### src/sv/fbosc_pkg.sv
// Package for the feedback sine oscillator: fixed-point constants, reset values
// and the divisor sequence of the sine polynomial. No dependencies.
package fbosc_pkg;

    localparam int          SINE_DEPTH_DEF  = 1024;
    localparam logic [30:0] ISR_RESET       = 31'd22906492;
    localparam logic [32:0] Q30_ONE         = 33'd1073741824;
    localparam logic [32:0] HALF_PI_Q30     = 33'd1686629713;
    localparam logic [32:0] OUT_SCALE       = 33'd32767;
    localparam logic [14:0] MAG_MAX         = 15'd32767;

    // Horner divisors of the odd Taylor series, highest order first.
    function automatic logic [6:0] fbosc_div(input logic [2:0] k);
        logic [6:0] d;
        case (k)
            3'd0:    d = 7'd110;
            3'd1:    d = 7'd72;
            3'd2:    d = 7'd42;
            3'd3:    d = 7'd20;
            default: d = 7'd6;
        endcase
        return d;
    endfunction

endpackage

### src/sv/feedback_sine_oscillator.sv
// Feedback FM sine oscillator, one sample out per input beat.
// Twelve products run on one shared bit-serial multiplier, each followed by a
// step state, and five quotients on a bit-serial divider, each followed by a
// step state; S_OUT then loads the output register, waiting while the output
// stalls. A new beat is accepted only in S_IDLE, once the last sample is done.
// Reset (synchronous, active low) clears phase, history and handshakes and loads
// the register defaults.
module feedback_sine_oscillator
    import fbosc_pkg::*;
#(
    parameter int SINE_TABLE_DEPTH = SINE_DEPTH_DEF
) (
    input  logic               i_clk,
    input  logic               i_rst_n,
    input  logic               i_valid,
    output logic               o_stall,
    input  logic signed [23:0] i_freq_hz,
    input  logic signed [15:0] i_feedback_amount,
    input  logic        [15:0] i_phase_offset,
    input  logic signed [17:0] i_sync_value,
    output logic               o_valid,
    input  logic               i_stall,
    output logic signed [15:0] o_sample_out,
    input  logic               i_psel,
    input  logic               i_penable,
    input  logic               i_pwrite,
    input  logic        [2:0]  i_paddr,
    input  logic        [31:0] i_pwdata,
    output logic        [31:0] o_prdata,
    output logic               o_pready
);

    // The table depth is to be a power of two (the block does not check it); the index is the top bits of the phase.
    localparam int L = $clog2(SINE_TABLE_DEPTH);

    localparam logic [2:0] S_IDLE = 3'd0;
    localparam logic [2:0] S_MUL  = 3'd1;
    localparam logic [2:0] S_NEXT = 3'd2;
    localparam logic [2:0] S_DIV  = 3'd3;
    localparam logic [2:0] S_DIVN = 3'd4;
    localparam logic [2:0] S_OUT  = 3'd5;

    localparam logic [3:0] OP_FF  = 4'd0;  // |fb| * |F|
    localparam logic [3:0] OP_T   = 4'd1;  // ... * |prev_out_1|
    localparam logic [3:0] OP_X   = 4'd2;  // folded angle * pi/2
    localparam logic [3:0] OP_X2  = 4'd3;  // x * x
    localparam logic [3:0] OP_XT  = 4'd4;  // x2 * t, Horner step
    localparam logic [3:0] OP_S   = 4'd5;  // x * t
    localparam logic [3:0] OP_MAG = 4'd6;  // s * 32767
    localparam logic [3:0] OP_INC = 4'd7;  // |freq| * inv_sample_rate

    logic [2:0]  r_state;
    logic [3:0]  r_op;
    logic        r_filt;
    logic [30:0] r_isr;
    logic [31:0] r_phase;
    logic signed [15:0] r_p1, r_p2;
    logic [15:0] r_poff;
    logic signed [23:0] r_freq;
    logic        r_tsgn;
    logic [1:0]  r_quad;
    logic [32:0] r_x, r_x2;
    logic [2:0]  r_k;
    logic signed [15:0] r_y;
    logic        r_ovalid;
    logic signed [15:0] r_out;

    // Shared bit-serial multiplier: the high half takes the multiplicand when
    // the low bit of the multiplier is set, then the product shifts right.
    logic [32:0] r_ma, r_mb;
    logic [65:0] r_mp;
    logic [5:0]  r_cnt;

    // Bit-serial restoring divider by a small constant.
    logic [31:0] r_dq;
    logic [6:0]  r_dr;

    // APB register access. Writes are expected only while the block is idle.
    assign o_pready = 1'b1;
    always_comb begin
        if (i_paddr[2]) begin
            o_prdata = {1'b0, r_isr};
        end else begin
            o_prdata = {31'd0, r_filt};
        end
    end

    assign o_stall      = (r_state != S_IDLE);
    assign o_valid      = r_ovalid;
    assign o_sample_out = r_out;

    // Phase after the offset change and sync, worked out at acceptance.
    logic [15:0] w_doff;
    logic [31:0] w_phase0;
    logic signed [16:0] w_sum;
    logic signed [15:0] w_fmul;
    logic [16:0] w_fb_mag, w_fm_mag, w_p1_mag;
    always_comb begin
        w_doff   = i_phase_offset - r_poff;
        w_phase0 = r_phase + {w_doff, 16'd0};
        if (i_sync_value > 18'sd0 && i_sync_value <= 18'sd65536) begin
            w_phase0 = {i_sync_value[15:0], 16'd0};
        end
        w_sum = 17'(r_p1) + 17'(r_p2);
        w_fmul = r_filt ? w_sum[16:1] : r_p1;
        w_fb_mag = i_feedback_amount[15] ? 17'(-17'(i_feedback_amount))
                                         : 17'(i_feedback_amount);
        w_fm_mag = w_fmul[15] ? 17'(-17'(w_fmul)) : 17'(w_fmul);
        w_p1_mag = r_p1[15] ? 17'(-17'(r_p1)) : 17'(r_p1);
    end

    // Results drawn from a finished product, and the divider's step terms.
    logic [33:0] w_msum;
    logic [63:0] w_term;
    logic [31:0] w_theta;
    logic [31:0] w_f;
    logic [30:0] w_rr;
    logic [32:0] w_hi30;
    logic [65:0] w_round;
    logic [35:0] w_mag;
    logic [14:0] w_mag_sat;
    logic [63:0] w_inc;
    logic [7:0]  w_rem;
    logic [7:0]  w_rem_sub;
    logic [6:0]  w_dv;
    logic [32:0] w_t;
    logic [23:0] w_freq_mag;
    always_comb begin
        w_msum  = {1'b0, r_mp[65:33]} + (r_mb[0] ? {1'b0, r_ma} : 34'd0);
        w_term  = r_tsgn ? -r_mp[63:0] : r_mp[63:0];
        w_term  = w_term + 64'd512;
        w_theta = r_phase + w_term[41:10];
        w_f     = {w_theta[31 -: L], {(32 - L){1'b0}}};
        w_rr    = w_f[30] ? 31'(Q30_ONE[30:0] - {1'b0, w_f[29:0]}) : {1'b0, w_f[29:0]};
        w_hi30  = r_mp[62:30];
        w_round = r_mp + 66'(1 << 29);
        w_mag   = w_round[65:30];
        w_mag_sat = (w_mag > 36'(MAG_MAX)) ? MAG_MAX : w_mag[14:0];
        w_inc   = r_freq[23] ? -r_mp[63:0] : r_mp[63:0];
        w_inc   = w_inc + 64'd32768;
        w_dv    = fbosc_div(r_k);
        w_rem   = {r_dr, r_dq[31]};
        w_rem_sub = w_rem - {1'b0, w_dv};
        w_t     = Q30_ONE - {1'b0, r_dq};
        w_freq_mag = r_freq[23] ? 24'(-r_freq) : 24'(r_freq);
    end

    always_ff @(posedge i_clk) begin
        if (!i_rst_n) begin
            r_state  <= S_IDLE;
            r_op     <= OP_FF;
            r_filt   <= 1'b0;
            r_isr    <= ISR_RESET;
            r_phase  <= 32'd0;
            r_p1     <= 16'sd0;
            r_p2     <= 16'sd0;
            r_poff   <= 16'd0;
            r_ovalid <= 1'b0;
            r_cnt    <= 6'd0;
        end else begin
            if (i_psel && i_penable && i_pwrite) begin
                if (i_paddr[2]) begin
                    r_isr <= i_pwdata[30:0];
                end else begin
                    r_filt <= i_pwdata[0];
                end
            end

            // The output register fills from S_OUT once it is free or being taken.
            if (r_state == S_OUT && (!r_ovalid || !i_stall)) begin
                r_ovalid <= 1'b1;
            end else if (r_ovalid && !i_stall) begin
                r_ovalid <= 1'b0;
            end

            unique case (r_state)
                S_IDLE: begin
                    if (i_valid) begin
                        r_phase <= w_phase0;
                        r_poff  <= i_phase_offset;
                        r_freq  <= i_freq_hz;
                        r_tsgn  <= i_feedback_amount[15] ^ w_fmul[15] ^ r_p1[15];
                        r_ma    <= {16'd0, w_fb_mag};
                        r_mb    <= {16'd0, w_fm_mag};
                        r_mp    <= 66'd0;
                        r_cnt   <= 6'd0;
                        r_op    <= OP_FF;
                        r_state <= S_MUL;
                    end
                end
                S_MUL: begin
                    r_mp  <= {w_msum, r_mp[32:1]};
                    r_mb  <= {1'b0, r_mb[32:1]};
                    r_cnt <= r_cnt + 6'd1;
                    if (r_cnt == 6'd32) begin
                        r_state <= S_NEXT;
                    end
                end
                S_NEXT: begin
                    // Default: start another product from a cleared accumulator.
                    r_mp    <= 66'd0;
                    r_cnt   <= 6'd0;
                    r_state <= S_MUL;
                    case (r_op)
                        OP_FF: begin
                            r_ma <= r_mp[32:0];
                            r_mb <= {16'd0, w_p1_mag};
                            r_op <= OP_T;
                        end
                        OP_T: begin
                            r_quad <= w_f[31:30];
                            r_ma   <= {2'd0, w_rr};
                            r_mb   <= HALF_PI_Q30;
                            r_op   <= OP_X;
                        end
                        OP_X: begin
                            r_x  <= w_hi30;
                            r_ma <= w_hi30;
                            r_mb <= w_hi30;
                            r_op <= OP_X2;
                        end
                        OP_X2: begin
                            r_x2 <= w_hi30;
                            r_k  <= 3'd0;
                            r_ma <= w_hi30;
                            r_mb <= Q30_ONE;
                            r_op <= OP_XT;
                        end
                        OP_XT: begin
                            r_dq    <= w_hi30[31:0];
                            r_dr    <= 7'd0;
                            r_state <= S_DIV;
                        end
                        OP_S: begin
                            r_ma <= w_hi30;
                            r_mb <= OUT_SCALE;
                            r_op <= OP_MAG;
                        end
                        OP_MAG: begin
                            r_y  <= r_quad[1] ? -$signed({1'b0, w_mag_sat})
                                              : $signed({1'b0, w_mag_sat});
                            r_ma <= {9'd0, w_freq_mag};
                            r_mb <= {2'd0, r_isr};
                            r_op <= OP_INC;
                        end
                        default: begin
                            // Phase increment lands, the history shifts.
                            r_phase <= r_phase + w_inc[47:16];
                            r_p2    <= r_p1;
                            r_p1    <= r_y;
                            r_state <= S_OUT;
                        end
                    endcase
                end
                S_DIV: begin
                    if (w_rem >= {1'b0, w_dv}) begin
                        r_dr <= w_rem_sub[6:0];
                        r_dq <= {r_dq[30:0], 1'b1};
                    end else begin
                        r_dr <= w_rem[6:0];
                        r_dq <= {r_dq[30:0], 1'b0};
                    end
                    r_cnt <= r_cnt + 6'd1;
                    if (r_cnt == 6'd31) begin
                        r_state <= S_DIVN;
                    end
                end
                S_DIVN: begin
                    // One Horner step done: t = 1 - x2*t/d.
                    r_mp    <= 66'd0;
                    r_cnt   <= 6'd0;
                    r_mb    <= w_t;
                    r_k     <= r_k + 3'd1;
                    r_state <= S_MUL;
                    if (r_k == 3'd4) begin
                        r_ma <= r_x;
                        r_op <= OP_S;
                    end else begin
                        r_ma <= r_x2;
                        r_op <= OP_XT;
                    end
                end
                S_OUT: begin
                    if (!r_ovalid || !i_stall) begin
                        r_out    <= r_p1;
                        r_state  <= S_IDLE;
                    end
                end
                default: begin
                    r_state <= S_IDLE;
                end
            endcase
        end
    end

endmodule
### config.mk
export PLATFORM = sky130hd
export DESIGN_NAME = feedback_sine_oscillator
export DESIGN_NICKNAME = d
export VERILOG_FILES = /design/src/sv/fbosc_pkg.sv /design/src/sv/feedback_sine_oscillator.sv
export SDC_FILE = /design/constraint.sdc
export NUM_CORES = 1
export LEC_CHECK = 0
export BUFFER_PORTS_ARGS = -buffer_cell sky130_fd_sc_hd__buf_2
export CELL_PAD_IN_SITES_DETAIL_PLACEMENT = 2
export CELL_PAD_IN_SITES_GLOBAL_PLACEMENT = 2
export CORE_AREA = 5 5 330 332
export DETAILED_ROUTE_END_ITERATION = 6
export DIE_AREA = 0 0 335 337
export PLACE_DENSITY_LB_ADDON = 0.1
export SLEW_MARGIN = 20
export SYNTH_ARGS = -nofsm -noshare
export SYNTH_HDL_FRONTEND = slang
export SYNTH_SLANG_ARGS = --single-unit
### constraint.sdc
create_clock -name i_clk -period 14.8 [get_ports i_clk]
set_clock_uncertainty 0.1 [all_clocks]
set_input_delay 0 -clock i_clk [delete_from_list [all_inputs] [get_ports i_clk]]
set_output_delay 0 -clock i_clk [all_outputs]
set_load 0.01 [all_outputs]
# ---- Word level (Yosys, flattened, before mapping)
# Index checks and enable logic that the tools add are counted.
dict set report totals {
  reg_bits 425
}
dict set report op_classes {
  magnitude_cmp 4
  n_eq_ne 26
  bitwise_logic 4
  n_reduce_logical 44
  n_mux 48
  n_addsub 20
}
# op count
set op_table {}
lappend op_table {{case mux 33 bit (4 select lines)} 2}
lappend op_table {{case mux 33 bit (6 select lines)} 1}
lappend op_table {{case mux 66 bit (3 select lines)} 1}
lappend op_table {{2-to-1 mux 33 bit} 4}
lappend op_table {{2-to-1 mux 32 bit} 4}
lappend op_table {{case mux 32 bit (2 select lines)} 2}
lappend op_table {{case mux 33 bit (3 select lines)} 1}
lappend op_table {{adder 32 bit} 3}
lappend op_table {{adder 66 x 30 -> 66 bit (second input constant)} 1}
lappend op_table {{2-to-1 mux 66 bit} 1}
lappend op_table {{2-to-1 mux 31 bit} 2}
lappend op_table {{2-to-1 mux 17 bit} 3}
lappend op_table {{negation 16 -> 17 bit} 3}
lappend op_table {{adder 48 x 16 -> 48 bit (second input constant)} 1}
lappend op_table {{2-to-1 mux 48 bit} 1}
lappend op_table {{negation 48 bit} 1}
lappend op_table {{adder 42 x 10 -> 42 bit (second input constant)} 1}
lappend op_table {{2-to-1 mux 42 bit} 1}
lappend op_table {{> comparator 36 x 15 -> 1 bit (second input constant)} 1}
lappend op_table {{adder 33 x 33 -> 34 bit} 1}
lappend op_table {{AND reduction 3 bit} 11}
lappend op_table {{subtractor 31 x 32 -> 33 bit (first input constant)} 1}
lappend op_table {{subtractor 31 x 30 -> 31 bit (first input constant)} 1}
lappend op_table {{2-to-1 mux 15 bit} 2}
lappend op_table {{other kinds (52)} 96}

# ---- Longest topological paths before layout
dict set report depth {
  word_depth 8
  ltp_mapped 27
  mapped_depth_nobuf 25
}

# ---- Worst setup path after synthesis
# No wires, ideal clock.
dict set report synth_path {
  path_kind {reg2reg}
  from {register r_state[0]}
  to {register r_mb[0], enable pin}
  synth_period_minus_slack_ps 7707
  path_stages_with_launch 7
  setup_ps 393
  slack_ps 7093
  t_arrival_ps 7214
  n_path_buf 2
  required_time_ps 14307
  path_cell_list {dfxtp_1 clkbuf_1 clkbuf_1 o21ai_0 o21ai_0 a211oi_1 and2_1}
}
dict set report synth_between {
  elab_chain_len 3
}
# item line
set synth_rtl {}
lappend synth_rtl {{from (decl)} feedback_sine_oscillator.sv:52} ;# logic [2:0] r_state;
lappend synth_rtl {{from (signal assigned)} feedback_sine_oscillator.sv:150} ;# r_state <= S_IDLE;
lappend synth_rtl {{from (signal assigned)} feedback_sine_oscillator.sv:188} ;# r_state <= S_MUL;
lappend synth_rtl {{from (signal assigned)} feedback_sine_oscillator.sv:196} ;# r_state <= S_NEXT;
lappend synth_rtl {{equality test 3 x 2 -> 1 bit (tied with other cells)} feedback_sine_oscillator.sv:176} ;# unique case (r_state)
lappend synth_rtl {{inequality test 7 x 1 -> 1 bit (no line) (tied with other cells)} --}
lappend synth_rtl {{AND reduction 4 bit (no line) (*)} --}
lappend synth_rtl {{to (signal assigned)} feedback_sine_oscillator.sv:184} ;# r_mb <= {16'd0, w_fm_mag};
lappend synth_rtl {{to (signal assigned)} feedback_sine_oscillator.sv:193} ;# r_mb <= {1'b0, r_mb[32:1]};
lappend synth_rtl {{to (signal assigned)} feedback_sine_oscillator.sv:207} ;# r_mb <= {16'd0, w_p1_mag};
lappend synth_rtl {{to (decl)} feedback_sine_oscillator.sv:70} ;# logic [32:0] r_ma, r_mb;
# Every way passes the cells marked *; elsewhere a longest branch is shown, timed or not.
# A chain may end at the register's enable or synchronous reset.

# ---- Final worst setup path
dict set report layout_path {
  from {register r_mp[5]}
  to {register r_ma[29] (data pin)}
}
dict set report layout_between {
  elab_chain_len 8
}
# item line
set layout_rtl {}
lappend layout_rtl {{from (decl)} feedback_sine_oscillator.sv:71} ;# logic [65:0] r_mp;
lappend layout_rtl {{from (signal assigned)} feedback_sine_oscillator.sv:192} ;# r_mp <= {w_msum, r_mp[32:1]};
lappend layout_rtl {{negation 48 bit} --}
lappend layout_rtl {{2-to-1 mux 42 bit (*)} feedback_sine_oscillator.sv:130} ;# w_term = r_tsgn ? -r_mp[63:0] : r_mp[63:0];
lappend layout_rtl {{adder 42 x 10 -> 42 bit (*)} feedback_sine_oscillator.sv:131} ;# w_term = w_term + 64'd512;
lappend layout_rtl {{adder 32 bit (*)} feedback_sine_oscillator.sv:132} ;# w_theta = r_phase + w_term[41:10];
lappend layout_rtl {{subtractor 31 x 30 -> 31 bit} feedback_sine_oscillator.sv:134} ;# w_rr = w_f[30] ? 31'(Q30_ONE[30:0] - {1'b0, w_f[29:0]}) : {1'b0, w_f[29:0]};
lappend layout_rtl {{2-to-1 mux 31 bit (*)} feedback_sine_oscillator.sv:134}
lappend layout_rtl {{case mux 33 bit (4 select lines) (*)} feedback_sine_oscillator.sv:204} ;# case (r_op)
lappend layout_rtl {{case mux 33 bit (3 select lines) (*)} feedback_sine_oscillator.sv:176}
lappend layout_rtl {{to (signal assigned)} feedback_sine_oscillator.sv:183} ;# r_ma <= {16'd0, w_fb_mag};
lappend layout_rtl {{to (signal assigned)} feedback_sine_oscillator.sv:206} ;# r_ma <= r_mp[32:0];
lappend layout_rtl {{to (signal assigned)} feedback_sine_oscillator.sv:212} ;# r_ma <= {2'd0, w_rr};
lappend layout_rtl {{to (decl)} feedback_sine_oscillator.sv:70}
# Marked as above.

==> flow_summary.yaml <==
grt:
  antenna_found_initial: 3
  grt_overflow: 0
  grt_pass1_wl_um: 204000
  track_usage_pct: 23.1
  grt_max_degree: 70
  first_global_vias: 32500
setup_path:
  worstSetupStartpointType: "register"
  crit_slowest_cell: "nor4_1"
  arrival_ps: 7400
  criticalPathCategory: "register to register"
  crit_top_cell: "nand3_1"
  critPathRequiredTime_ps: 15100
  cp_top_family: "simple AND/OR/NAND/NOR gates"
  end_kind: "register"
  cpPeakStageDelay_ps: 610
  worst-path-buf-inv: 0
  crit_path_max_fanout: 6
  crit_path_cell_trace: "nor4_4 -> nand3_1 -> o21ai_0 -> xnor2_1 -> ha_1 -> nand3_1 -> o21a_1 -> a21o_1 -> nor3_2 -> nor2_1 -> o22ai_1 -> xnor2_1 -> ha_1 -> nand3_1 -> nor4_1 -> nand3_1 -> o21ai_0 -> nor2_1 -> xor2_1 -> nor3b_1 -> a31oi_1 -> xnor2_1 -> o21ai_0"
detailed_routing:
  drc: 0
  vias: 29800
  via_per_inst: 5.55
  wl_per_cell_um: 25.0
  totalWireLength_um: 134000
  initialDrtViolationCount: 1743
  drtAntennaViolNets: 0
  drt_first_pass_iters: 7
timing:
  hold_viol: 0
  post-route-period-util_pct: 48.0
  relSlewSlack_pct: 24.7
  tightest_slew_ps: 1120
  fmax_mhz: 141
  finalSetupViolCount: 0
  rsz0062_at_grt: "no"
  slew_viol_final: 0
  fin_crit_ps: 7100
  tns_ps: 0
  worst_slack_ps: 7700
die:
  die_height_um: 337
  core.rowCount: 120
  dieArea_um2: 113000
  die_w_um: 335
  ios: 167
  core_area_um2: 106000
  start_util_pct: 29.5
clock_tree:
  cts_made_buffers: 56
  clk_path_buf_depth: 3
  cts_tree: "built"
  clkTransAtPathRegs_ps: 70
  cts.sinks: 423
  insertion_delay_ps: 690
  root_buffer: "clkbuf_16"
  cts_setup_buffers: 0
  htree_levels: 2
pwr:
  powerDensity_nw_per_um2: 103
  vdd_drop_max_v: 0.0000999
  p_leak_uw: 0.0145
  power_frac_comb_pct: 26.8
  power_uw: 3930
  p_int_uw: 2600
  p_clk_share_pct: 36.9
  power_frac_seq_pct: 36.3
  switching_share_pct: 33.9
  p_switching_uw: 1330
placed_design:
  placedInstanceArea_um2: 33500
  place.port_buffers: 161
  pre_cts_ws_ps: 7690
  globalplace.congestion: 0.839
  hpwlAfterDp_um: 94600
final_layout:
  nets: 4216
  final_common_cell: "nand2_1"
  areaGrowthSynthToFinish_pct: 21.5
  antenna_cells: 0
  postLayoutCellArea_um2: 38100
  drive_above_1_share_pct: 10.2
  layout_common_cells: "nand2_1 (480), edfxtp_1 (298), a21oi_1 (275), nor2_1 (264), dlygate4sd3_1 (256)"
synthesis:
  yosysUniqueCellTypes: 106
  ys.flop_type: "edfxtp_1"
  netlist_area_um2: 31300
  syn_area_per_cell_um2: 8.70
  async_flop_share_pct: 0
  synth_nets: 3889
  yosysWarnings: 0
  ys_seq_area_share_pct: 36.6
  ys_ff_latch: 423
  synth_edf_count: 298
  syn_inst: 3600
outcome:
  status: "finished clean"
run:
  cap_violations: 0
min_path:
  hold_path.class: "input port to register"
worst paths after layout:
kind,startpoint,cells past startpoint,slack [ps],to
max,r_mp[5],23,7700,r_ma[29]
min,i_sync_value[17],6,70,r_phase[31]
max reg2reg,r_mp[5],23,7700,r_ma[29]
min reg2reg,r_p2[10],2,370,r_p2[10]
cells in the mapped netlist, drive strengths merged (33+ instances only):
cell type,count,area (µm²)
a21o,61,458
a21oi,275,1380
a222oi,33,330
and2,82,513
and3,52,327
buf,49,267
clkbuf,165,629
dfxtp,125,2500
edfxtp,298,8950
ha,167,2090
inv,112,420
mux2i,54,541
nand2,484,1820
nand2b,37,231
nand3,94,470
nor2,270,1020
nor3,79,428
nor4,37,334
o21ai,226,1130
o31ai,34,283
xnor2,216,1900
xor2,98,858
power by group through the flow:
stage | Clock (µW) | Sequential [µW] | Combinational (µW)
after floorplan | 0 | 1400 | 681
after global placement | 0 | 1440 | 953
after detailed placement | 0 | 1450 | 994
after CTS | 1490 | 1420 | 1050
after global routing | 1540 | 1430 | 1150
final | 1450 | 1420 | 1050
logic make-up after synthesis:
logic type / synth area share, %
other cells: 0.0240
buf+inv: 4.23
mux: 2.09
simple gates: 20.6
xor+xnor: 8.88
flops: 36.6
compound gates: 20.5
fa+ha+maj: 7.12
worst register-to-register path, delay by kind of cell (launching register included):
| kind | cells | cell delay (ps) |
|---|---|---|
| AND/OR/NAND/NOR | 10 | 2800 |
| adder cells (fa/ha/maj) | 2 | 680 |
| AO/OA/AOI/OAI | 7 | 1760 |
| XOR/XNOR | 4 | 1050 |
| flip-flops | 1 | 460 |
state kept, by name, indices dropped and copies added (netlist names), 24 cells and up:
signal   count
r_mp        66
r_ma        33
r_mb        33
r_x2        33
r_x         33
r_dq        32
r_phase     32
r_isr       31
r_freq      24
through the flow:
stage	util (%)	instances	hold slack, ps
after floorplan	-	3600	-1.13
after global placement	31.6	5015	77.6
after detailed placement	31.6	5015	78.5
after CTS	35.9	5376	3.29
after global routing	35.9	5377	72.0
final	35.9	5377	65.2
metal layers:
| layer | routed length [µm] | global-route usage, % | part of all wire, % |
|---|---|---|---|
| met2 | 67300 | 41.9 | 50 |
| met3 | 4270 | 2.46 | 3.2 |
| met1 | 59700 | 29.5 | 44 |
| met4 | 3130 | 5.33 | 2.3 |
| met5 | 0 | 0 | 0 |
area by class of cell:
type                       instances  area [µm²]
sequential                       423       11500
tap                             1403        1760
clock buffer                      73        1530
clock inverter                    32         402
inverter                         114         430
fill                           11700       68000
multi-input combinational       2849       18600
timing repair buffer             483        3880
repair_timing:
item / CTS / global route
hold buffers: 256 / 0
hold endpoints to repair: 130 / 0
resized for setup: 0 / 0
(Power assumes the default switching activity.)
